--- src/rtl/qrs_pkg.sv ---
// quadratic root solver: shared types, widths and codes
// no dependencies; used by every rtl file
`timescale 1ns / 1ps

package qrs_pkg;

    localparam int COEF_W  = 32;
    localparam int CY_W    = 33;
    localparam int PROD_W  = 65;
    localparam int DELTA_W = 69;
    localparam int ROOT_W  = 35;
    localparam int TRIAL_W = 71;
    localparam int NUM_W   = 37;
    localparam int MAG_W   = 36;
    localparam int DEN_W   = 34;
    localparam int IDX_W   = 2;
    localparam int CNT_W   = 2;

    typedef enum logic [IDX_W-1:0] {
        REG_A = 2'd0,
        REG_B = 2'd1,
        REG_C = 2'd2
    } reg_idx_t;

    typedef enum logic [1:0] {
        MODE_NONE = 2'd0,
        MODE_LINE = 2'd1,
        MODE_ONE  = 2'd2,
        MODE_TWO  = 2'd3
    } mode_t;

    typedef struct packed {
        mode_t                  mode;
        logic signed [CY_W-1:0] cy;
    } sq_pay_t;

    typedef struct packed {
        mode_t mode;
        logic  neg;
    } dv_pay_t;

endpackage

--- src/rtl/qrs_sqrt_cell.sv ---
// one digit of the pipelined floor square root of the discriminant
// depends on qrs_pkg
`timescale 1ns / 1ps

module qrs_sqrt_cell #(
    parameter int K = 0
) (
    input  logic                          clk,
    input  logic                          rst_n,
    input  logic                          adv,
    input  logic                          valid_i,
    input  logic [qrs_pkg::DELTA_W-1:0]   rem_i,
    input  logic [qrs_pkg::ROOT_W-1:0]    root_i,
    input  qrs_pkg::sq_pay_t              pay_i,
    output logic                          valid_o,
    output logic [qrs_pkg::DELTA_W-1:0]   rem_o,
    output logic [qrs_pkg::ROOT_W-1:0]    root_o,
    output qrs_pkg::sq_pay_t              pay_o
);
    import qrs_pkg::*;

    logic                 valid_reg;
    logic [DELTA_W-1:0]   rem_reg, rem_next;
    logic [ROOT_W-1:0]    root_reg, root_next;
    sq_pay_t              pay_reg;
    logic [TRIAL_W-1:0]   trial;
    logic                 ge;

    always_comb
    begin
        trial = (TRIAL_W'(root_i) << (K + 1)) | (TRIAL_W'(1) << (2 * K));
        ge = TRIAL_W'(rem_i) >= trial;
        rem_next = ge ? rem_i - trial[DELTA_W-1:0] : rem_i;
        root_next = ge ? (root_i | (ROOT_W'(1) << K)) : root_i;
    end

    always_ff @(posedge clk or negedge rst_n)
    begin
        if (!rst_n)
        begin
            valid_reg <= 1'b0;
        end
        else if (adv)
        begin
            valid_reg <= valid_i;
        end
    end

    always_ff @(posedge clk)
    begin
        if (adv)
        begin
            rem_reg  <= rem_next;
            root_reg <= root_next;
            pay_reg  <= pay_i;
        end
    end

    assign valid_o = valid_reg;
    assign rem_o   = rem_reg;
    assign root_o  = root_reg;
    assign pay_o   = pay_reg;

endmodule

--- config.mk ---
export PLATFORM = sky130hd
export DESIGN_NAME = qrs_sqrt_cell
export DESIGN_NICKNAME = d
export VERILOG_FILES = /design/src/rtl/qrs_pkg.sv /design/src/rtl/qrs_sqrt_cell.sv
export SDC_FILE = /design/constraint.sdc
export NUM_CORES = 1
export LEC_CHECK = 0
export BUFFER_PORTS_ARGS = -buffer_cell sky130_fd_sc_hd__buf_2
export CAP_MARGIN = 40
export CORE_ASPECT_RATIO = 1.1
export CORE_MARGIN = 5
export CORE_UTILIZATION = 40
export CTS_BUF_LIST = sky130_fd_sc_hd__clkbuf_2
export DETAILED_ROUTE_END_ITERATION = 12
export GPL_TIMING_DRIVEN = 0
export PLACE_DENSITY = 0.67
export SKIP_CTS_REPAIR_TIMING = 1
export SLEW_MARGIN = 20
export SYNTH_ARGS = -nofsm -noshare
export SYNTH_HDL_FRONTEND = slang
export SYNTH_SLANG_ARGS = --single-unit
--- constraint.sdc ---
create_clock -name clk -period 0.94 [get_ports clk]
set_input_delay 0.047 -clock clk [delete_from_list [all_inputs] [get_ports clk]]
set_output_delay 0.047 -clock clk [all_outputs]
set_load 0.03 [all_outputs]
* Word level (Yosys, flattened, before mapping)
Cells that the tools add are included.
** Storage, ports and cells
- Register bits :: 140
- Latch bits :: 0
- Bits in writable memories :: 0
- ROM bits :: 0
- Bits of input ports :: 143
- Output and inout bits :: 140
- Logic and storage cells :: 9
- Memories kept :: 0
** Cells by class
- Add/subtract/negate cells :: 1
- $mul :: 0
- Div/mod/pow operators :: 0
- Order comparisons :: 1
- Eq/ne operators :: 0
- Shift operators :: 0
- Multiplexer cells :: 1
- Bitwise logic cells :: 0
- Reductions and logical operators :: 0
** Operator list (number)
- $ge A69 B36 Y1 :: 1
- $mux W69 :: 1
- $sub A69 B36 Y69 :: 1

* Logic depth before layout (Yosys ltp)
Gate-level depths: netlist of the first run.
- Depth after elaboration :: 2
- Depth in mapped cells :: 12
- Depth with buffers taken out :: 11

* Worst setup path after synthesis of the first run
Ideal clock, no wire load.
- Path type :: input-to-reg
- Start :: input port root_i[31] (netlist name)
- End :: register rem_reg[61], in the netlist rem_o[61], data pin
- Library setup time :: 0.267 ns
- Data arrival time :: 2.731 ns
- Required time :: 0.673 ns
- Path slack :: -2.058 ns
- Cell stages on the path :: 11
- Path buffers :: 1
- Cells stage by stage :: inv_1 ha_1 clkbuf_1 a21oi_1 o21ai_0 a2111oi_0 o31ai_1 or4b_4 or4_4 nor4_2 xor2_1
** Between the ends
- Cells in the longest elaborated chain, start to end :: 2
- Elaborated cells between the ends (all ways) :: 3
- Classes of those cells :: 1 x add/sub; 1 x order compare; 1 x mux
** Ends and longest elaborated chain
- from (decl) :: RTL line qrs_sqrt_cell.sv:13 : input logic [qrs_pkg::ROOT_W-1:0] root_i,
- $sub A69 B36 Y69 / $ge A69 B36 Y1 (equally long branches) :: RTL line qrs_sqrt_cell.sv:33, qrs_sqrt_cell.sv:32
- $mux W69 * :: RTL line qrs_sqrt_cell.sv:33 : rem_next = ge ? rem_i - trial[DELTA_W-1:0] : rem_i;
- net rem_next[61] :: RTL line qrs_sqrt_cell.sv:23 : logic [DELTA_W-1:0] rem_reg, rem_next;
- to (signal assigned) :: RTL line qrs_sqrt_cell.sv:53 : rem_reg <= rem_next;
- to (decl) :: RTL line qrs_sqrt_cell.sv:23
The timed path passes the listed nets; every way through them passes the cells marked *.
A chain may end at the register's enable or synchronous reset.

* Final worst setup path of the first run
- Start :: input port rem_i[56] (netlist name)
- End :: register rem_reg[61], in the netlist rem_o[61], data pin
** Between the ends
- Cells in the longest elaborated chain, start to end :: 2
- Elaborated cells between the ends (all ways) :: 3
- Classes of those cells :: 1 x add/sub; 1 x order compare; 1 x mux
** Ends and longest elaborated chain
- from (decl) :: RTL line qrs_sqrt_cell.sv:12 : input logic [qrs_pkg::DELTA_W-1:0] rem_i,
- $sub A69 B36 Y69 / $ge A69 B36 Y1 (equally long branches) :: RTL line qrs_sqrt_cell.sv:33, qrs_sqrt_cell.sv:32
- $mux W69 * :: RTL line qrs_sqrt_cell.sv:33
- net rem_next[61] :: RTL line qrs_sqrt_cell.sv:23
Marks and branches as above.

==> metrics.md, run 1 <==
| Metric | Value |
|---|---|
| Status | `complete, but fails checks` |
| Failing checks | `negative hold slack, negative setup slack` |
| CP Data Arrival Time | `2.80 ns` |
| Max-slew violation count | `0` |
| GRT Util Overall | `20.67%` |
| Vias per inst | `5.340` |
| Root Driver | `clkbuf_2` |
| Placed inst area | `0.009757 mm^2` |
| Vias | `7,759` |
| Post-route cell area | `0.01335 mm^2` |
| GR Overflow Total | `0` |
| Top-Level Pins | `283` |
| Die height | `157.0 um` |
| Fraction of registers with async set/reset | `0.7143%` |
| Layout cells sized above 1 | `42.60%` |
| Crit Path Max Fanout | `6` |
| Pleak | `5.415 nW` |
| CTS tree | `done` |
| Initial Utilization | `40.83%` |
| Initial antenna violation count | `3` |
| Antenna-violating nets left | `0` |
| H-tree depth | `4` |
| HP Class | `input pin to flop` |
| Worst Setup End Kind | `flop` |
| Power density over the cells | `1346 mW/mm^2` |
| Clk slew on worst S/H paths | `0.25 ns` |
| Crit path launch | `rem_i[56]` |
| Synth-to-layout area growth | `69.97%` |
| Mapped Area | `0.007853 mm^2` |
| HPWL Detailed | `19.21 mm` |
| Mux contribution to synthesized area | `0.2868%` |
| Req. time, crit path | `1.44 ns` |
| Worst r2r src | `valid_o` |
| Yosys warnings | `0` |
| Slew @ Worst Pin | `0.6918 ns` |
| Post-synth top area share | `53.15%` |
| RSZ-0062 raised after global routing | `yes` |
| Period utilization | `245.2%` |
| Final net count | `1,369` |
| Post-layout min period | `2.305 ns` |
| Largest family of logic cells by synthesized area | `simple AND/OR/NAND/NOR gates` |
| First-pass GRT wire length | `36.28 mm` |
| DIE WIDTH | `143.6 um` |
| # setup viols final | `210` |
| # fillers | `1,397` |
| Distinct cells, synth | `61` |
| Worst skew pair latency | `0.73 ns` |
| Clock Sinks | `140` |
| Area contributors post-synth | `edfxtp_1, ha_1, xor2_1` |
| Drt total wl | `28.51 mm` |
| Pin count of the biggest net entering global routing | `96` |
| Vias in the first global route | `6,793` |
| Post-synth top area cell | `edfxtp_1` |
| Synth Register Bits | `140` |
| First DRT Iteration DRCs | `453` |
| Final Power | `17.96 mW` |
| Cell row count | `53` |
| Max_cap viols | `0` |
| Register area share after synthesis | `53.47%` |
| Final routed DRC violation total | `0` |
| Leading post-synthesis cells by instance count | `edfxtp_1, nand2_1, inv_1` |
| Worst rel slew slack | `53.53%` |
| Most numerous cell in the Yosys netlist | `edfxtp_1` |
| I/O Buffers | `282` |
| Routed wire length per instance | `19.62 um` |
| HP Start | `root_i[8]` |
| Worst setup margin | `-1.365 ns` |
| Crit Path Class | `input pin to flop` |
| Peak VDD IR | `1018 uV` |
| Post-Synthesis Cells | `726` |
| Max Fclk | `433.8 MHz` |
| Die Area | `0.02254 mm^2` |
| Clock skew | `0 ns` |
| Final hold violations | `126` |
| Drt pass-1 iters | `5` |
| Hold WS | `-0.5263 ns` |
| Core Region | `0.01923 mm^2` |
| Placer congestion estimate | `0.9165` |
| Post-Synth XOR/XNOR Area | `7.027%` |
| CTS Buffer Depth | `2` |
| Worst setup SP type | `input pin` |
| Most used DFF post-synth | `edfxtp_1` |
| Synth Area in Compound Gates | `13.61%` |
| Number of flops mapped to enable cells by yosys | `139` |
| Post-Synth Adder-Cell Area | `5.991%` |
| Syn nets | `906` |
| Syn avg cell area | `10.82 um^2` |
| CTS buffer count | `17` |
| Post-synthesis simple-gate area fraction | `16.11%` |
==> area by class of cell <==
type	instances	area (um^2)	share of cell area (%)
flip-flops and latches	140	4199	31.46
multi-input cells	515	4199	31.46
repair buffers	454	4054	30.37
well taps	247	309.0	2.316
inverters	49	196.4	1.472
clock inverters	15	151.4	1.134
plain buffers	12	142.6	1.069
clock buffers	17	85.08	0.6375
diodes	4	10.01	0.07500
==> worst max-delay path, cell delays in order <==
cell and delay (ns):
buf_6 0.09, or4_4 0.57, or3_4 0.39, nand2b_4 0.17, o31ai_4 0.27, or4b_4 0.53, or4_4 0.48, nor4_4 0.16
xor2_1 0.09
==> metrics by stage <==
step / hold WS (ns) / cells / setup WS (ns) / util [%] / TNS (ns)
2_1_floorplan: -0.2486 / 726 / -1.932 / - / -113.44
3_3_place_gp: -0.1784 / 1255 / -2.464 / 50.54 / -417.11
3_5_place_dp: -0.1765 / 1256 / -2.453 / 50.74 / -188.62
4_1_cts: -1.024 / 1288 / -1.619 / 51.96 / -174.79
5_1_grt: -0.6194 / 1452 / -1.361 / 69.39 / -158.19
6_report: -0.5263 / 1453 / -1.365 / 69.40 / -144.73
==> metal layers <==
metal	share of wire, %	global-route usage (%)
met1	39	25.87
met5	0	0
met2	51	34.95
met4	3.6	7.713
met3	6.7	4.710
==> flip-flops by register name (all words and copies together) (netlist names) <==
signal and cells:
pay_o 35, rem_o 69, root_o 35, valid_o 1
==> placed cells by master (no fill, tap or decap), drive strengths merged, types with 17 or more instances in the layout <==
cell type	synthesis	layout
buf	2	337
edfxtp	139	139
dlygate4sd3	0	123
nand2	75	75
inv	49	58
o21ai	53	53
a21oi	46	46
nor2	38	38
xor2	36	36
ha	36	36
xnor2	27	27
clkbuf	20	23
nor3	21	21
nand4	19	19
a21o	17	17
==> cell families (layout without fill, tap and decap cells) <==
kind of cell	Yosys count	count (layout)
AO/OA/AOI/OAI	174	174
flip-flops	140	140
XOR/XNOR	63	63
adder cells (fa/ha/maj)	37	37
AND/OR/NAND/NOR	239	239
buffers and inverters	71	547
other	0	4
multiplexers	2	2
==> report_power, final <==
group	switching [mW]	internal, mW	leakage [nW]	total (mW)
Sequential	0.297	7.65	1.37	7.94
Clock	2.58	1.06	0.136	3.64
Combinational	3.49	2.88	3.91	6.38
==> path summary, 6_finish.rpt <==
| path | end | slack, ns | depth (start not counted) |
|---|---|---|---|
| hold reg to reg | valid_o | 0.62 | 1 |
| min in group asynchronous | valid_o | 0.11 | 3 |
| max in group asynchronous | valid_o | 0.73 | 3 |
| setup / recovery | rem_o[61] | -1.37 | 9 |
| hold / removal | root_o[8] | -0.53 | 1 |
| setup reg to reg | valid_o | 0.13 | 1 |
No activity file was read; power rests on OpenSTA's default activity.
==> run 2: changes to the inputs <==
RECOVER_POWER = 50   (was default)
==> run 2 against run 1 <==
- the run still ends with negative hold slack, negative setup slack left
- cell area shrank 0.15%
- critical path depth is the same
- clock power is essentially flat
- global-route usage is the same
- register-to-register slack is essentially flat
- setup slack gained 0.0069 ns
- worst hold slack gained 0.0022 ns
- core utilization shrank 0.10 points
- total power is essentially flat
- final cell count is the same
- non-clock buffer count is the same
- critical path type unchanged
==> metrics.md, run 2 (synthesized netlist as in run 1, its figures left out) <==
| Metric | Value |
|---|---|
| Drt total wl | `28.50 mm (was 28.51 mm)` |
| Sequential share of power | `44.2% (about the same)` |
| Pint | `11.58 mW (about the same)` |
| Placer congestion estimate | `0.9165 (unchanged)` |
| Post-layout min period | `2.298 ns (was 2.305 ns)` |
| Core Region | `0.01923 mm^2 (unchanged)` |
| Fin Setup TNS | `-157.81 ns (was -144.73 ns)` |
| Worst Setup End Kind | `flop (unchanged)` |
| Sw Pwr | `6.379 mW (was 6.375 mW)` |
| Clock Sinks | `140 (unchanged)` |
| Worst skew pair latency | `0.73 ns (about the same)` |
| Worst setup margin | `-1.358 ns (was -1.365 ns)` |
| Vias per inst | `5.352 (was 5.340)` |
| R2R Setup Slk | `0.13 ns (about the same)` |
| # setup viols final | `305 (was 210)` |
| Pin count of the biggest net entering global routing | `96 (unchanged)` |
| Crit Path Class | `input pin to flop (unchanged)` |
| Initial Utilization | `40.83% (unchanged)` |
| Max Fclk | `435.1 MHz (was 433.8 MHz)` |
| Hold depth | `1 (unchanged)` |
| GR Overflow Total | `0 (unchanged)` |
| Crit Path Max Fanout | `6 (unchanged)` |
| Failing checks | `negative hold slack, negative setup slack (unchanged)` |
| CTS tree | `done (unchanged)` |
| CTS buffer count | `17 (unchanged)` |
| Max_cap viols | `0 (unchanged)` |
| Final Power | `17.96 mW (about the same)` |
| First DRT Iteration DRCs | `458 (was 453)` |
| Slew @ Worst Pin | `1.309 ns (was 0.6918 ns)` |
| Power density over the cells | `1347 mW/mm^2 (was 1346 mW/mm^2)` |
| HP Start | `root_i[8] (unchanged)` |
| HP Class | `input pin to flop (unchanged)` |
| Antenna-violating nets left | `0 (unchanged)` |
| Req. time, crit path | `1.44 ns (about the same)` |
| First-pass GRT wire length | `36.28 mm (unchanged)` |
| CP Data Arrival Time | `2.80 ns (about the same)` |
| Die height | `157.0 um (unchanged)` |
| Peak VDD IR | `1018 uV (about the same)` |
| Commonest non-fill, non-tap cell in the layout | `buf_6 (unchanged)` |
| I/O Buffers | `282 (unchanged)` |
| Critical R2R Capture | `valid_o (unchanged)` |
| HPWL Detailed | `19.21 mm (unchanged)` |
| CTS Buffer Depth | `2 (unchanged)` |
| Fin cells | `1,453 (unchanged)` |
| Place WS | `-2.453 ns (unchanged)` |
| Max-slew violation count | `0 (unchanged)` |
| Vias in the first global route | `6,793 (unchanged)` |
| Worst reg2reg path depth | `1 (unchanged)` |
| Top-Level Pins | `283 (unchanged)` |
| Layout cells sized above 1 | `41.93% (was 42.60%)` |
| DIE WIDTH | `143.6 um (unchanged)` |
| RSZ-0062 raised after global routing | `yes (unchanged)` |
| Routed wire length per instance | `19.62 um (about the same)` |
| H-tree depth | `4 (unchanged)` |
| Period utilization | `244.5% (was 245.2%)` |
| Cell total after placement | `1,256 (unchanged)` |
| Initial antenna violation count | `3 (unchanged)` |
| Worst setup SP type | `input pin (unchanged)` |
| Highest-count cells in the layout ignoring fill and taps | `buf_6, edfxtp_1, buf_2 (unchanged)` |
| Vias | `7,777 (was 7,759)` |
| Status | `complete, but fails checks (unchanged)` |
| Logic pwr share | `35.5% (about the same)` |
| Final hold violations | `76 (was 126)` |
| Clk slew on worst S/H paths | `0.25 ns (about the same)` |
| Drt pass-1 iters | `5 (unchanged)` |
| Cell row count | `53 (unchanged)` |
| Max FFs per register | `69 (unchanged)` |
| Hold WS | `-0.5241 ns (was -0.5263 ns)` |
| Pleak | `5.390 nW (was 5.415 nW)` |
| Final net count | `1,369 (unchanged)` |
| Worst r2r src | `valid_o (unchanged)` |
| Clock skew | `0 ns (unchanged)` |
| Clock share of power | `20.3% (about the same)` |
| Sw Share | `35.52% (was 35.50%)` |
| Root Driver | `clkbuf_2 (unchanged)` |
| Worst rel slew slack | `12.76% (was 53.53%)` |
| GRT Util Overall | `20.67% (unchanged)` |
| Hold Path Sink | `root_o[8] (unchanged)` |
| Final routed DRC violation total | `0 (unchanged)` |
| Synth-to-layout area growth | `69.71% (was 69.97%)` |
| Die Area | `0.02254 mm^2 (unchanged)` |
run 2: cell count changes in the layout (fill, tap and decap cells not counted), sizes merged:
| cell | change |
|---|---|
| buf | -9 |
| clkbuf | +9 |
run 2: how the worst max path moves through the flow:
| stage | from | endpoint | slack [ns] | cells after the start |
|---|---|---|---|---|
| finish | rem_i[56] | rem_o[61] | -1.36 | 9 |
| global route | root_i[34] | rem_o[61] | -1.36 | 12 |
| CTS | root_i[24] | rem_o[61] | -1.62 | 12 |
| detailed placement | root_i[24] | rem_o[61] | -2.45 | 12 |
| global placement | root_i[24] | rem_o[61] | -2.46 | 12 |
| floorplan | rem_i[56] | rem_o[61] | -1.93 | 9 |
run 2: per-layer routing:
layer / share of wire [%] / GRT usage [%] / vias up
met3: 7.1 / 4.710 / 66
li1: - / - / 3646
met2: 51 / 34.95 / 354
met1: 39 / 25.87 / 3711
met5: 0 / 0 / -
met4: 3.5 / 7.713 / 0
run 2: final cells by class:
class	instances	area, um^2
Timing Repair Buffer	454	4034
Inverter	49	196.4
Antenna cell	4	10.01
Sequential cell	140	4199
Clock buffer	17	85.08
Buffer	12	142.6
Multi-Input combinational cell	515	4199
Tap cell	247	309.0
Clock inverter	15	151.4
Fill cell	1406	5904
run 2: power by group through the flow:
| stage | Clock, mW | Combinational (mW) | Sequential, mW |
|---|---|---|---|
| 6_report | 3.64 | 6.37 | 7.95 |
| 5_1_grt | 4.01 | 6.73 | 8.01 |
| 4_1_cts | 3.77 | 4.55 | 7.77 |
| 3_5_place_dp | 0 | 4.53 | 7.91 |
| 3_3_place_gp | 0 | 4.47 | 7.92 |
| 2_1_floorplan | 0 | 1.57 | 9.25 |
run 2: worst max-delay path, stage by stage:
cell and delay (ns):
buf_6 0.09, or4_4 0.57, or3_4 0.39, nand2b_4 0.17, o31ai_4 0.27, or4b_4 0.53, or4_4 0.48, nor4_4 0.16
xor2_1 0.09
run 2: metrics by stage:
| step | utilization [%] | cell area [um^2] |
|---|---|---|
| 2_1_floorplan | - | 7999 |
| 3_3_place_gp | 50.54 | 9719 |
| 3_5_place_dp | 50.74 | 9757 |
| 4_1_cts | 51.96 | 9993 |
| 5_1_grt | 69.28 | 13320 |
| 6_report | 69.30 | 13330 |
