### src/rtl/qrs_pkg.sv
// quadratic root solver: shared types, widths and codes
// no dependencies; used by every rtl file
`timescale 1ns / 1ps

package qrs_pkg;

    localparam int COEF_W  = 32;
    localparam int CY_W    = 33;
    localparam int PROD_W  = 65;
    localparam int DELTA_W = 69;
    localparam int ROOT_W  = 35;
    localparam int TRIAL_W = 71;
    localparam int NUM_W   = 37;
    localparam int MAG_W   = 36;
    localparam int DEN_W   = 34;
    localparam int IDX_W   = 2;
    localparam int CNT_W   = 2;

    typedef enum logic [IDX_W-1:0] {
        REG_A = 2'd0,
        REG_B = 2'd1,
        REG_C = 2'd2
    } reg_idx_t;

    typedef enum logic [1:0] {
        MODE_NONE = 2'd0,
        MODE_LINE = 2'd1,
        MODE_ONE  = 2'd2,
        MODE_TWO  = 2'd3
    } mode_t;

    typedef struct packed {
        mode_t                  mode;
        logic signed [CY_W-1:0] cy;
    } sq_pay_t;

    typedef struct packed {
        mode_t mode;
        logic  neg;
    } dv_pay_t;

endpackage

### src/rtl/qrs_div_cell.sv
// one quotient bit of the pipelined restoring divider
// depends on qrs_pkg
`timescale 1ns / 1ps

module qrs_div_cell #(
    parameter int QW = 52
) (
    input  logic                        clk,
    input  logic                        rst_n,
    input  logic                        adv,
    input  logic                        valid_i,
    input  logic [qrs_pkg::DEN_W-1:0]   rem_i,
    input  logic [QW-1:0]               dq_i,
    input  logic [qrs_pkg::DEN_W-1:0]   den_i,
    input  qrs_pkg::dv_pay_t            pay_i,
    output logic                        valid_o,
    output logic [qrs_pkg::DEN_W-1:0]   rem_o,
    output logic [QW-1:0]               dq_o,
    output logic [qrs_pkg::DEN_W-1:0]   den_o,
    output qrs_pkg::dv_pay_t            pay_o
);
    import qrs_pkg::*;

    logic               valid_reg;
    logic [DEN_W-1:0]   rem_reg, rem_next;
    logic [QW-1:0]      dq_reg, dq_next;
    logic [DEN_W-1:0]   den_reg;
    dv_pay_t            pay_reg;
    logic [DEN_W-1:0]   rem_sh;
    logic               ge;

    always_comb
    begin
        rem_sh   = {rem_i[DEN_W-2:0], dq_i[QW-1]};
        ge       = rem_sh >= den_i;
        rem_next = ge ? rem_sh - den_i : rem_sh;
        dq_next  = {dq_i[QW-2:0], ge};
    end

    always_ff @(posedge clk or negedge rst_n)
    begin
        if (!rst_n)
        begin
            valid_reg <= 1'b0;
        end
        else if (adv)
        begin
            valid_reg <= valid_i;
        end
    end

    always_ff @(posedge clk)
    begin
        if (adv)
        begin
            rem_reg <= rem_next;
            dq_reg  <= dq_next;
            den_reg <= den_i;
            pay_reg <= pay_i;
        end
    end

    assign valid_o = valid_reg;
    assign rem_o   = rem_reg;
    assign dq_o    = dq_reg;
    assign den_o   = den_reg;
    assign pay_o   = pay_reg;

endmodule

### config.mk
export PLATFORM = sky130hd
export DESIGN_NAME = qrs_div_cell
export DESIGN_NICKNAME = d
export VERILOG_FILES = /design/src/rtl/qrs_pkg.sv /design/src/rtl/qrs_div_cell.sv
export SDC_FILE = /design/constraint.sdc
export NUM_CORES = 1
export LEC_CHECK = 0
export ABC_AREA = 1
export BUFFER_PORTS_ARGS = -buffer_cell sky130_fd_sc_hd__buf_2
export CORE_MARGIN = 4
export CORE_UTILIZATION = 45
export DETAILED_ROUTE_END_ITERATION = 10
export PLACE_DENSITY = 0.72
export SLEW_MARGIN = 25
export SYNTH_ARGS = -nofsm -noshare
export SYNTH_HDL_FRONTEND = slang
export SYNTH_SLANG_ARGS = --single-unit
### constraint.sdc
create_clock -name clk -period 0.8 [get_ports clk]
set_input_delay 0.12 -clock clk [delete_from_list [all_inputs] [get_ports clk]]
set_output_delay 0.12 -clock clk [all_outputs]
set_load 0.005 [all_outputs]
# Yosys cells after proc, flatten, opt, wreduce, memory -nomap -nowiden
# Index checks and enable logic that the tools add are counted.
[classes]
add_sub_neg = 1
order_cmp = 1
n_mux = 1
[op_table]
columns = ["cell", "count"]
rows = [
  [">= comparator 34 bit", 1],
  ["two-way mux 34 bit", 1],
  ["subtractor 34 bit", 1],
]
[totals]
ff_bits = 124
inputBits = 127
output_inout_bits = 124
word_cells = 9

# Depth between registers and ports, before layout
# Gate-level depths: netlist (run 1).
[logic_depth]
word_depth = 2
ltp_mapped = 16
ltp_nobuf = 15

# Worst setup path before layout (run 1)
# No wires, ideal clock.
[synth_timing]
path_type = "input to register"
start = "in dq_i[51]"
end = "reg rem_reg[26], in the netlist rem_o[26] (data pin)"
setup_ns = 0.253
t_arrival_ns = 1.607
required_ns = 0.547
path_slack_ns = -1.060
stages = 13
path_buffers = 1
path_cell_list = "inv_1 > ha_1 > inv_1 > fa_1 > nand3_1 > nand3_1 > nand2_1 > nand3_2 > nand2_2 > nand2_8 > buf_4 > nand3_1 > nand2_1"
[synth_via]
elab_chain_len = 2
elab_cells_between_ends = 3
classes_between = "add/sub (1); order compare (1); mux (1)"
[synth_lines]
columns = ["element", "line_no", "source"]
rows = [
  ["start: declaration", "qrs_div_cell.sv:13", "input logic [QW-1:0] dq_i,"],
  ["subtractor 34 bit or >= comparator 34 bit (tied branches)", "qrs_div_cell.sv:36, qrs_div_cell.sv:35", ""],
  ["two-way mux 34 bit (*)", "qrs_div_cell.sv:36", "rem_next = ge ? rem_sh - den_i : rem_sh;"],
  ["named net rem_next[26]", "qrs_div_cell.sv:25", "logic [DEN_W-1:0] rem_reg, rem_next;"],
  ["end signal: assignment", "qrs_div_cell.sv:56", "rem_reg <= rem_next;"],
  ["end: declaration", "qrs_div_cell.sv:25", ""],
]
# The timed path passes the listed nets; every way through them passes the cells marked *.
# A chain may end at the register's enable or synchronous reset.

# Worst setup path in the final report (run 1)
[layout_timing]
start = "in den_i[16] (netlist name)"
end = "reg rem_reg[3], in the netlist rem_o[3] (data pin)"
[layout_via]
elab_chain_len = 2
[layout_lines]
columns = ["element", "line_no", "source"]
rows = [
  ["start: declaration", "qrs_div_cell.sv:14", "input logic [qrs_pkg::DEN_W-1:0] den_i,"],
  [">= comparator 34 bit", "qrs_div_cell.sv:35", "ge = rem_sh >= den_i;"],
  ["two-way mux 34 bit", "qrs_div_cell.sv:36", ""],
  ["named net rem_next[3]", "qrs_div_cell.sv:25", ""],
]
# The timed path passes the listed nets, and every way through them passes these cells.

==> results.yml, run 1 <==
status:
  outcome: "finished, violations left"
  failed_checks: "negative hold slack, negative setup slack"
synth:
  muxShareOfSynthArea: 0.00166
  synth_fa_ha_area_frac: 0.0658
  synth_commonest_cells: "277 x nand2_1, 132 x inv_1, 123 x edfxtp_1, 51 x nor2_1, 42 x nand3_1"
  ys_seq_area_frac: 0.549
  synth_edf_count: 123
  synth_compound_area_frac: 0.0346
  synth.top_cell.area_share: 0.546
  synthCells: 762
  ys_dominant_reg_cell: "edfxtp_1"
  yosysMostFrequentCell: "nand2_1"
  syn_nets: 924
  syn_area_um2: 6770
  syn_avg_cell_area_um2: 8.88
  yosysTopAreaCell: "edfxtp_1"
  synthArstFlopShare: 0.00806
  synth-seq-cells: 124
  synthDistinctLibCells: 26
  synth_xor_area_frac: 0.0220
  yosys_warnings: 0
  netlist_top_cells_area: "edfxtp_1 55%, nand2_1 15%, inv_1 7.3%"
  yosys.area_share.simple: 0.244
  synth_top_family_by_area: "simple AND/OR/NAND/NOR gates"
final_layout:
  drive_gt1_frac: 0.522
  fin_util: 0.859
  layout.nets: 1455
  fin_area_um2: 12600
  synthToLayoutAreaGrowth_pct: 85.9
clock_tree:
  cts.path.max_buffers: 2
  cts_root_buffer: "clkbuf_16"
  path_clk_slew_ns: 0.06
  cts_tree: "done"
  cts_inserted_buffers: 17
  cts.htree.levels: 4
  clk_latency_ns: 0.41
  clock-sinks: 124
setup_path:
  critPathLaunch: "den_i[16]"
  timing.critical_path.to_type: "flop"
  required_ns: 0.97
  critPathArrivalTime_ns: 1.77
  crit_fanout: 8
  crit_end: "rem_o[3]$_DFFE_PP_"
  critPathLaunchType: "primary input"
  rr_worst_depth: 2
  r2r_start: "valid_o$_DFFE_PN0P_"
  reg2reg_slack_ns: -0.09
  crit_type: "primary input to flop"
  r2r-end: "valid_o$_DFFE_PN0P_"
sta:
  slew_headroom: 0.800
  clock.fmax_mhz: 626
  fin_skew_ns: 0
  period_needed_ns: 1.60
  grt_setup_unrepaired: "yes"
  maxSlewViolCount: 0
  holdWs_ns: -0.00447
  report.final.setup_viol: 160
  setup_slack_ns: -0.799
  report.final.hold_viol_count: 2
  finalCritPeriodShare: 2.00
  worstMarginPinSlew_ns: 0.298
  finalSetupTns_ns: -56.77
drt:
  vias: 7543
  vias_per_cell: 5.05
  detail_route.wl_per_cell_um: 18.6
  postRouteAntennaNets: 0
  drc_errors: 0
  first_pass_iters: 5
  initialDrtViolationCount: 570
  drt_wl_total_um: 27800
global_routing:
  grt_pass1_wl_um: 37000
  grt_max_degree: 34
  grt_pass1_vias: 7249
  antenna_found_initial: 3
  grtUsageTotal: 0.286
  grt_overflow_total: 0
power_and_ir_drop:
  power_uw: 23100
  max-vdd-ir-drop_mv: 1.40
  leakage_uw: 0.00608
  power_density_nw_per_um2: 1830
place:
  hpwl_um: 16500
  gp_congestion: 0.929
  placed_area_um2: 9810
  port_buffers: 249
floorplanning:
  dieArea_um2: 17100
  rows: 44
  die_h_um: 131
  io-pin-count: 251
  fp.dieW_um: 131
  start_util: 0.462
  fp.coreArea_um2: 14600
job:
  maxCapViolCount: 0
hold_path:
  hold_class: "primary input to flop"
[final cells by class]
type,instances,area (µm²)
antenna,4,10.0
inverter,133,546
fill,766,2060
timing repair inverter,3,47.5
multi-input combinational,500,3670
tap,184,230
timing repair buffer,514,3740
sequential,124,3720
clock buffer,17,425
clock inverter,15,190
[metrics by stage]
stage	std cells	setup WS [ns]
3_3_place_gp	1330	-1.27
4_1_cts	1465	-0.695
5_1_grt	1493	-0.872
3_5_place_dp	1330	-1.31
6_report	1494	-0.799
2_1_floorplan	762	-0.909
[what timing repair did]
action / CTS / global route
resized for setup: 55 / 204
hold buffers: 92 / 4
endpoints found under the setup margin: 159 / 160
cloned: 1 / 5
setup buffers: 10 / 17
pin swaps: 7 / 50
endpoints found under the hold margin: 92 / 4
[routing by layer]
layer | GRT usage | vias up | share of wire | wire [µm]
met5 | 0 | - | 0 | 0
met4 | 0.130 | 0 | 0.044 | 1240
met3 | 0.0524 | 85 | 0.072 | 1990
met2 | 0.507 | 370 | 0.51 | 14300
met1 | 0.337 | 3561 | 0.37 | 10300
li1 | - | 3527 | - | -
[worst max-delay path: stages]
cell      delay, ns
buf_2          0.10
inv_2          0.05
ha_4           0.29
nand2_4        0.09
nor2_4         0.17
nand2_4        0.09
nor2_4         0.10
nand3b_1       0.10
nand2_2        0.10
nor2_4         0.07
nand2_8        0.11
buf_6          0.13
clkinv_8       0.10
nand2_2        0.08
nand2_2        0.05
[cell usage in the layout, fill, tap and decap left out, types with 3 or more instances in the layout]
cell type | netlist | final
inv_4 | 1 | 3
buf_4 | 3 | 158
nand2_1 | 277 | 192
buf_12 | 0 | 9
clkbuf_16 | 0 | 18
inv_2 | 0 | 26
edfxtp_1 | 123 | 123
buf_8 | 0 | 3
nand3_2 | 1 | 20
nor2_1 | 51 | 31
nor2_2 | 7 | 15
nand3_1 | 42 | 18
clkinv_4 | 0 | 4
o21ai_1 | 0 | 6
nand3b_1 | 5 | 5
nand2_4 | 0 | 26
dlygate4sd3_1 | 0 | 96
buf_6 | 3 | 14
nor3_1 | 6 | 3
a21oi_2 | 1 | 12
a21oi_4 | 0 | 3
nand3_4 | 0 | 5
buf_2 | 0 | 232
nand2_2 | 4 | 62
o21ai_0 | 15 | 8
xor2_1 | 15 | 15
a21oi_1 | 27 | 13
inv_8 | 0 | 3
inv_1 | 132 | 102
bufinv_16 | 0 | 3
diode_2 | 0 | 4
nor2_4 | 0 | 12
nand4_1 | 7 | 7
ha_4 | 0 | 34
nand2_8 | 1 | 3
[where the power goes]
part           switching (µW)  internal (µW)  total [µW]
clock                    3320           4970        8290
combinational            3440           3260        6690
sequential                195           7910        8100
total                    6950          16100       23100
[worst min-delay path by stage]
stage	cells after the start	slack (ns)	to	from
global placement	1	-0.10	valid_o$_DFFE_PN0P_	rst_n
finish	3	-0.004	rem_o[11]$_DFFE_PP_	rem_i[10]
detailed placement	1	-0.10	valid_o$_DFFE_PN0P_	rst_n
CTS	1	-0.11	den_o[19]$_DFFE_PP_	den_i[19]
floorplan	0	-0.18	valid_o$_DFFE_PN0P_	rst_n
global route	3	0.001	rem_o[12]$_DFFE_PP_	rem_i[11]
[cells by family (layout without fill, tap and decap cells)]
kind of cell             count (synthesis)  count (layout)
flip-flops                             124             124
adder cells (fa/ha/maj)                 35              35
AND/OR/NAND/NOR                        401             402
XOR/XNOR                                17              17
AO/OA/AOI/OAI                           45              45
multiplexers                             1               1
other                                    0               4
buffers and inverters                  139             682
[registers in the layout, summed over array words and instances, names as in the netlist]
name	flops
rem_o	34
dq_o	52
den_o	34
pay_o	3
valid_o	1
(Power assumes the default switching activity.)
==> run 2: changes to the inputs <==
Settings changed: CAP_MARGIN set to 20, CORE_UTILIZATION 45 to 54, PLACE_DENSITY 0.72 to 0.84.
Clock period 0.8 ns to 2.04 ns, I/O delays scaled along.
==> results.yml, run 2 (synthesis results as in run 1) <==
status:
  outcome: "completed"
sta:
  grt_setup_unrepaired: "no"
  report.final.setup_viol: 0
  clock.fmax_mhz: 529
  report.final.hold_viol_count: 0
  holdWs_ns: 0.0523
  fin_skew_ns: 0
  slew_headroom: 0.712
  setup_slack_ns: 0.150
  finalSetupTns_ns: 0
  period_needed_ns: 1.89
  maxSlewViolCount: 0
  finalCritPeriodShare: 0.927
  worstMarginPinSlew_ns: 0.432
final_layout:
  largest_register_ffs: 52
  diodes: 0
  layout.nets: 1295
  fillers: 829
  synthToLayoutAreaGrowth_pct: 43.7
  final_common_cell: "nand2_1"
  layout_common_cells: "276 x nand2_1, 248 x buf_2, 132 x inv_1"
  fin_area_um2: 9720
  drive_gt1_frac: 0.357
power_and_ir_drop:
  power_density_nw_per_um2: 853
  power.internal_uw: 6070
  p_switching_uw: 2220
  max-vdd-ir-drop_mv: 0.427
  seq_power_share: 0.383
  pwr-share-comb: 0.214
  leakage_uw: 0.00511
  clock_power_share: 0.403
  swShare: 0.268
setup_path:
  cpPeakStageDelay_ns: 0.35
  r2r_start: "valid_o$_DFFE_PN0P_"
  critPathSlowestCell: "ha_1"
  reg2reg_slack_ns: 1.30
  crit_fanout: 10
  required_ns: 2.21
  timing.critical_path.to_type: "flop"
  r2r-end: "valid_o$_DFFE_PN0P_"
  path_cells: "buf_2 > inv_1 > ha_1 > nand2_1 > nor2_1 > nand2_1 > nor2_1 > nand2_1 > nand3_2 > nand2_2 > nand2_8 > inv_4 > buf_12 > nand2_1 > nand2_1"
  critPathArrivalTime_ns: 2.06
  rr_worst_depth: 1
  cpMostUsedCell: "nand2_1"
  critPathLaunchType: "primary input"
  crit_type: "primary input to flop"
  critPathLaunch: "den_i[11]"
  crit_end: "rem_o[18]$_DFFE_PP_"
global_routing:
  antenna_found_initial: 0
  grt_pass1_wl_um: 33900
  grt_overflow_total: 0
  grt_max_degree: 46
  grtUsageTotal: 0.309
  grt_pass1_vias: 6683
place:
  placed_area_um2: 9050
  port_buffers: 249
  hpwl_um: 16800
  gp_congestion: 0.988
  pre_cts_ws_ns: -0.290
drt:
  detail_route.wl_per_cell_um: 16.9
  wl_met1_um: 8070
  drt_wl_total_um: 22200
  postRouteAntennaNets: 0
  initialDrtViolationCount: 509
  first_pass_iters: 6
  vias_per_cell: 5.06
  wl_met2_um: 11300
  highest_layer: "met4"
  vias: 6642
  drc_errors: 0
  met3_length_um: 1860
job:
  maxCapViolCount: 0
clock_tree:
  path_clk_slew_ns: 0.06
  clk_latency_ns: 0.42
  cts_inserted_buffers: 17
  cts.htree.levels: 4
  cts_root_buffer: "clkbuf_16"
  cts_tree: "done"
  cts.path.max_buffers: 2
  clock-sinks: 124
hold_path:
  hold_class: "primary input to flop"
floorplanning:
  fp.coreArea_um2: 12200
  io-pin-count: 251
  start_util: 0.556
  fp.dieW_um: 120
  dieArea_um2: 14400
  rows: 40
  die_h_um: 120
[run 2: changes by cell type in the layout (fill, tap and decap cells not counted), moves of 16 or more]
cell           previous run  this run
nand3_2                  20         4
ha_4                     34         0
nand2_2                  62         5
dlygate4sd3_1            96         1
nand2_4                  26         0
inv_2                    26         0
inv_1                   102       132
nand3_1                  18        39
nand2_1                 192       276
buf_2                   232       248
ha_1                      0        34
nor2_1                   31        51
buf_4                   158       104
[run 2: worst min-delay path by stage]
stage,startpoint,endpoint,slack [ns],cells after the start
floorplan,rst_n,valid_o$_DFFE_PN0P_,0.01,0
global placement,rst_n,valid_o$_DFFE_PN0P_,0.08,1
detailed placement,rst_n,valid_o$_DFFE_PN0P_,0.09,1
CTS,dq_i[34],dq_o[35]$_DFFE_PP_,0.05,1
global route,dq_i[27],dq_o[28]$_DFFE_PP_,0.04,1
finish,dq_i[34],dq_o[35]$_DFFE_PP_,0.05,1
[run 2: metrics by stage]
stage / total power (µW) / cells / utilization
global route: 8630 / 1313 / 0.799
finish: 8290 / 1313 / 0.799
detailed placement: 4940 / 1281 / 0.744
global placement: 4870 / 1281 / 0.744
floorplan: 3990 / 762 / -
CTS: 8290 / 1313 / 0.798
[run 2: power by group through the flow]
stage                     registers (µW)  logic (µW)  clock network, µW
after floorplan                     3250         740                  0
after global placement              3200        1670                  0
after detailed placement            3220        1730                  0
after CTS                           3170        1760               3360
after global routing                3190        1950               3490
final                               3170        1770               3340
[run 2: worst max-delay path, delay by kind of cell]
kind | cells | cell delay, ns
adders and majority gates | 1 | 0.35
and+or+nand+nor | 10 | 1.08
buffers and inverters | 4 | 0.33
[run 2: timing repair]
| item | 4_1_cts | 5_1_grt |
|---|---|---|
| endpoints found under the hold margin | 1 | 0 |
| setup buffers | 0 | 0 |
| gates resized for setup | 0 | 5 |
| hold buffers | 1 | 0 |
| setup endpoints to repair | 0 | 28 |
[run 2: cell type report]
cell class	count	area, µm²	share of cell area
inverters	133	502	0.0516
flip-flops and latches	124	3720	0.382
well taps	168	210	0.0216
repair buffers	358	2130	0.219
clock inverters	13	216	0.0223
clock buffers	18	429	0.0441
multi-input cells	499	2510	0.259
[run 2: routing by layer]
metal | vias up | global-route usage
met5 | - | 0
met4 | 0 | 0.140
met3 | 75 | 0.0754
met2 | 344 | 0.563
met1 | 3032 | 0.336
li1 | 3191 | -
==> run 3: changes to the inputs <==
Settings changed: CTS_CLUSTER_SIZE set to 16, PLACE_DENSITY 0.84 to 0.83.
==> results.yml, run 3 (synthesis results as in run 1) <==
final_layout:
  final_common_cell: "nand2_1"
  layout.nets: 1294
  drive_gt1_frac: 0.356
  layout_common_cells: "275 x nand2_1, 248 x buf_2, 132 x inv_1"
  final_cells: 1313
  fin_util: 0.797
  largest_register_ffs: 52
  synthToLayoutAreaGrowth_pct: 43.3
floorplanning:
  dieArea_um2: 14400
  fp.dieW_um: 120
  fp.coreArea_um2: 12200
  rows: 40
  start_util: 0.556
  io-pin-count: 251
  die_h_um: 120
clock_tree:
  cts_root_buffer: "clkbuf_16"
  path_clk_slew_ns: 0.06
  post-cts-setup-buffers: 0
  clock-sinks: 124
  cts_inserted_buffers: 17
  cts_tree: "done"
  cts.path.max_buffers: 2
  clk_latency_ns: 0.43
  cts.htree.levels: 4
hold_path:
  hold_class: "primary input to flop"
global_routing:
  grt_max_degree: 49
  grtUsageTotal: 0.314
  antenna_found_initial: 1
  grt_pass1_vias: 6666
  grt_pass1_wl_um: 34500
  grt_overflow_total: 0
setup_path:
  crit_type: "primary input to flop"
  crit_end: "rem_o[33]$_DFFE_PP_"
  reg2reg_slack_ns: 1.25
  critPathLaunch: "den_i[15]"
  r2r_start: "valid_o$_DFFE_PN0P_"
  required_ns: 2.22
  critPathLaunchType: "primary input"
  r2r-end: "valid_o$_DFFE_PN0P_"
  crit_fanout: 3
  rr_worst_depth: 1
  critPathArrivalTime_ns: 2.09
  timing.critical_path.to_type: "flop"
job:
  maxCapViolCount: 0
drt:
  vias_per_cell: 4.97
  detail_route.wl_per_cell_um: 16.9
  initialDrtViolationCount: 532
  first_pass_iters: 5
  drt_wl_total_um: 22100
  drc_errors: 0
  vias: 6531
  postRouteAntennaNets: 0
place:
  hpwl_um: 16800
  gp_congestion: 0.978
  pre_cts_ws_ns: -0.286
  port_buffers: 249
  dpl.cell_count: 1280
sta:
  holdWs_ns: 0.0541
  finalSetupTns_ns: 0
  report.final.setup_viol: 0
  maxSlewViolCount: 0
  grt_setup_unrepaired: "no"
  setup_slack_ns: 0.130
  fin_skew_ns: 0
  report.final.hold_viol_count: 0
  period_needed_ns: 1.91
  clock.fmax_mhz: 524
  finalCritPeriodShare: 0.936
  slew_headroom: 0.770
  worstMarginPinSlew_ns: 0.341
power_and_ir_drop:
  power_density_nw_per_um2: 841
  leakage_uw: 0.00508
  max-vdd-ir-drop_mv: 0.398
status:
  outcome: "completed"
## run 3: changes by cell type in the layout (fill, tap and decap cells not counted), sizes merged
cell      delta
buf          -1
clkinvlp     +2
clkinv       -1
bufinv       -1
diode        +1
## run 3: per-stage QoR
stage / cell area, µm² / total power [µW]
after global routing: 9700 / 8530
after floorplan: 6770 / 3990
after detailed placement: 9050 / 4940
final: 9700 / 8160
after CTS: 9680 / 8160
after global placement: 9050 / 4870
## run 3: how the worst min path moves through the flow
| stage | start | end | cells after the start |
|---|---|---|---|
| floorplan | rst_n | valid_o$_DFFE_PN0P_ | 0 |
| global placement | rst_n | valid_o$_DFFE_PN0P_ | 1 |
| detailed placement | rst_n | valid_o$_DFFE_PN0P_ | 1 |
| CTS | dq_i[45] | dq_o[46]$_DFFE_PP_ | 1 |
| global route | dq_i[28] | dq_o[29]$_DFFE_PP_ | 1 |
| finish | dq_i[14] | dq_o[15]$_DFFE_PP_ | 1 |
## run 3: layer usage
metal  vias to the layer above  GRT usage  share of wire
li1                       3198          -              -
met1                      3009      0.347           0.36
met2                       285      0.594           0.53
met3                        39     0.0721          0.080
met4                         0     0.0966          0.024
met5                         -          0              0
## run 3: cell type report
cell class / count / area [µm²]
sequential: 124 / 3720
multi-input combinational: 499 / 2510
fill: 823 / 2470
timing repair buffer: 357 / 2140
inverter: 133 / 502
clock buffer: 18 / 429
tap: 168 / 210
clock inverter: 13 / 190
antenna: 1 / 2.50
## run 3: power by group
group / internal (µW) / switching (µW) / leakage (µW) / total (µW)
Clock: 2040 / 1170 / 0.000289 / 3220
Combinational: 792 / 971 / 0.00358 / 1760
Sequential: 3100 / 73.3 / 0.00121 / 3180
Total: 5940 / 2220 / 0.00508 / 8160
## run 3: worst max-delay path: stages
cell     delay [ns]
buf_2          0.12
inv_1          0.06
ha_1           0.33
buf_4          0.13
nand2_1        0.08
nor2_1         0.25
nand2_1        0.10
inv_1          0.11
nand4_1        0.09
nand3_1        0.18
nand2_1        0.12
nand2_1        0.07
nand2_1        0.05
nand3_1        0.06
nand2_1        0.05
## run 3: repair_timing
item | 4_1_cts | 5_1_grt
hold buffers | 1 | 0
resized for setup | 0 | 4
endpoints found under the hold margin | 1 | 0
setup endpoints to repair | 0 | 34
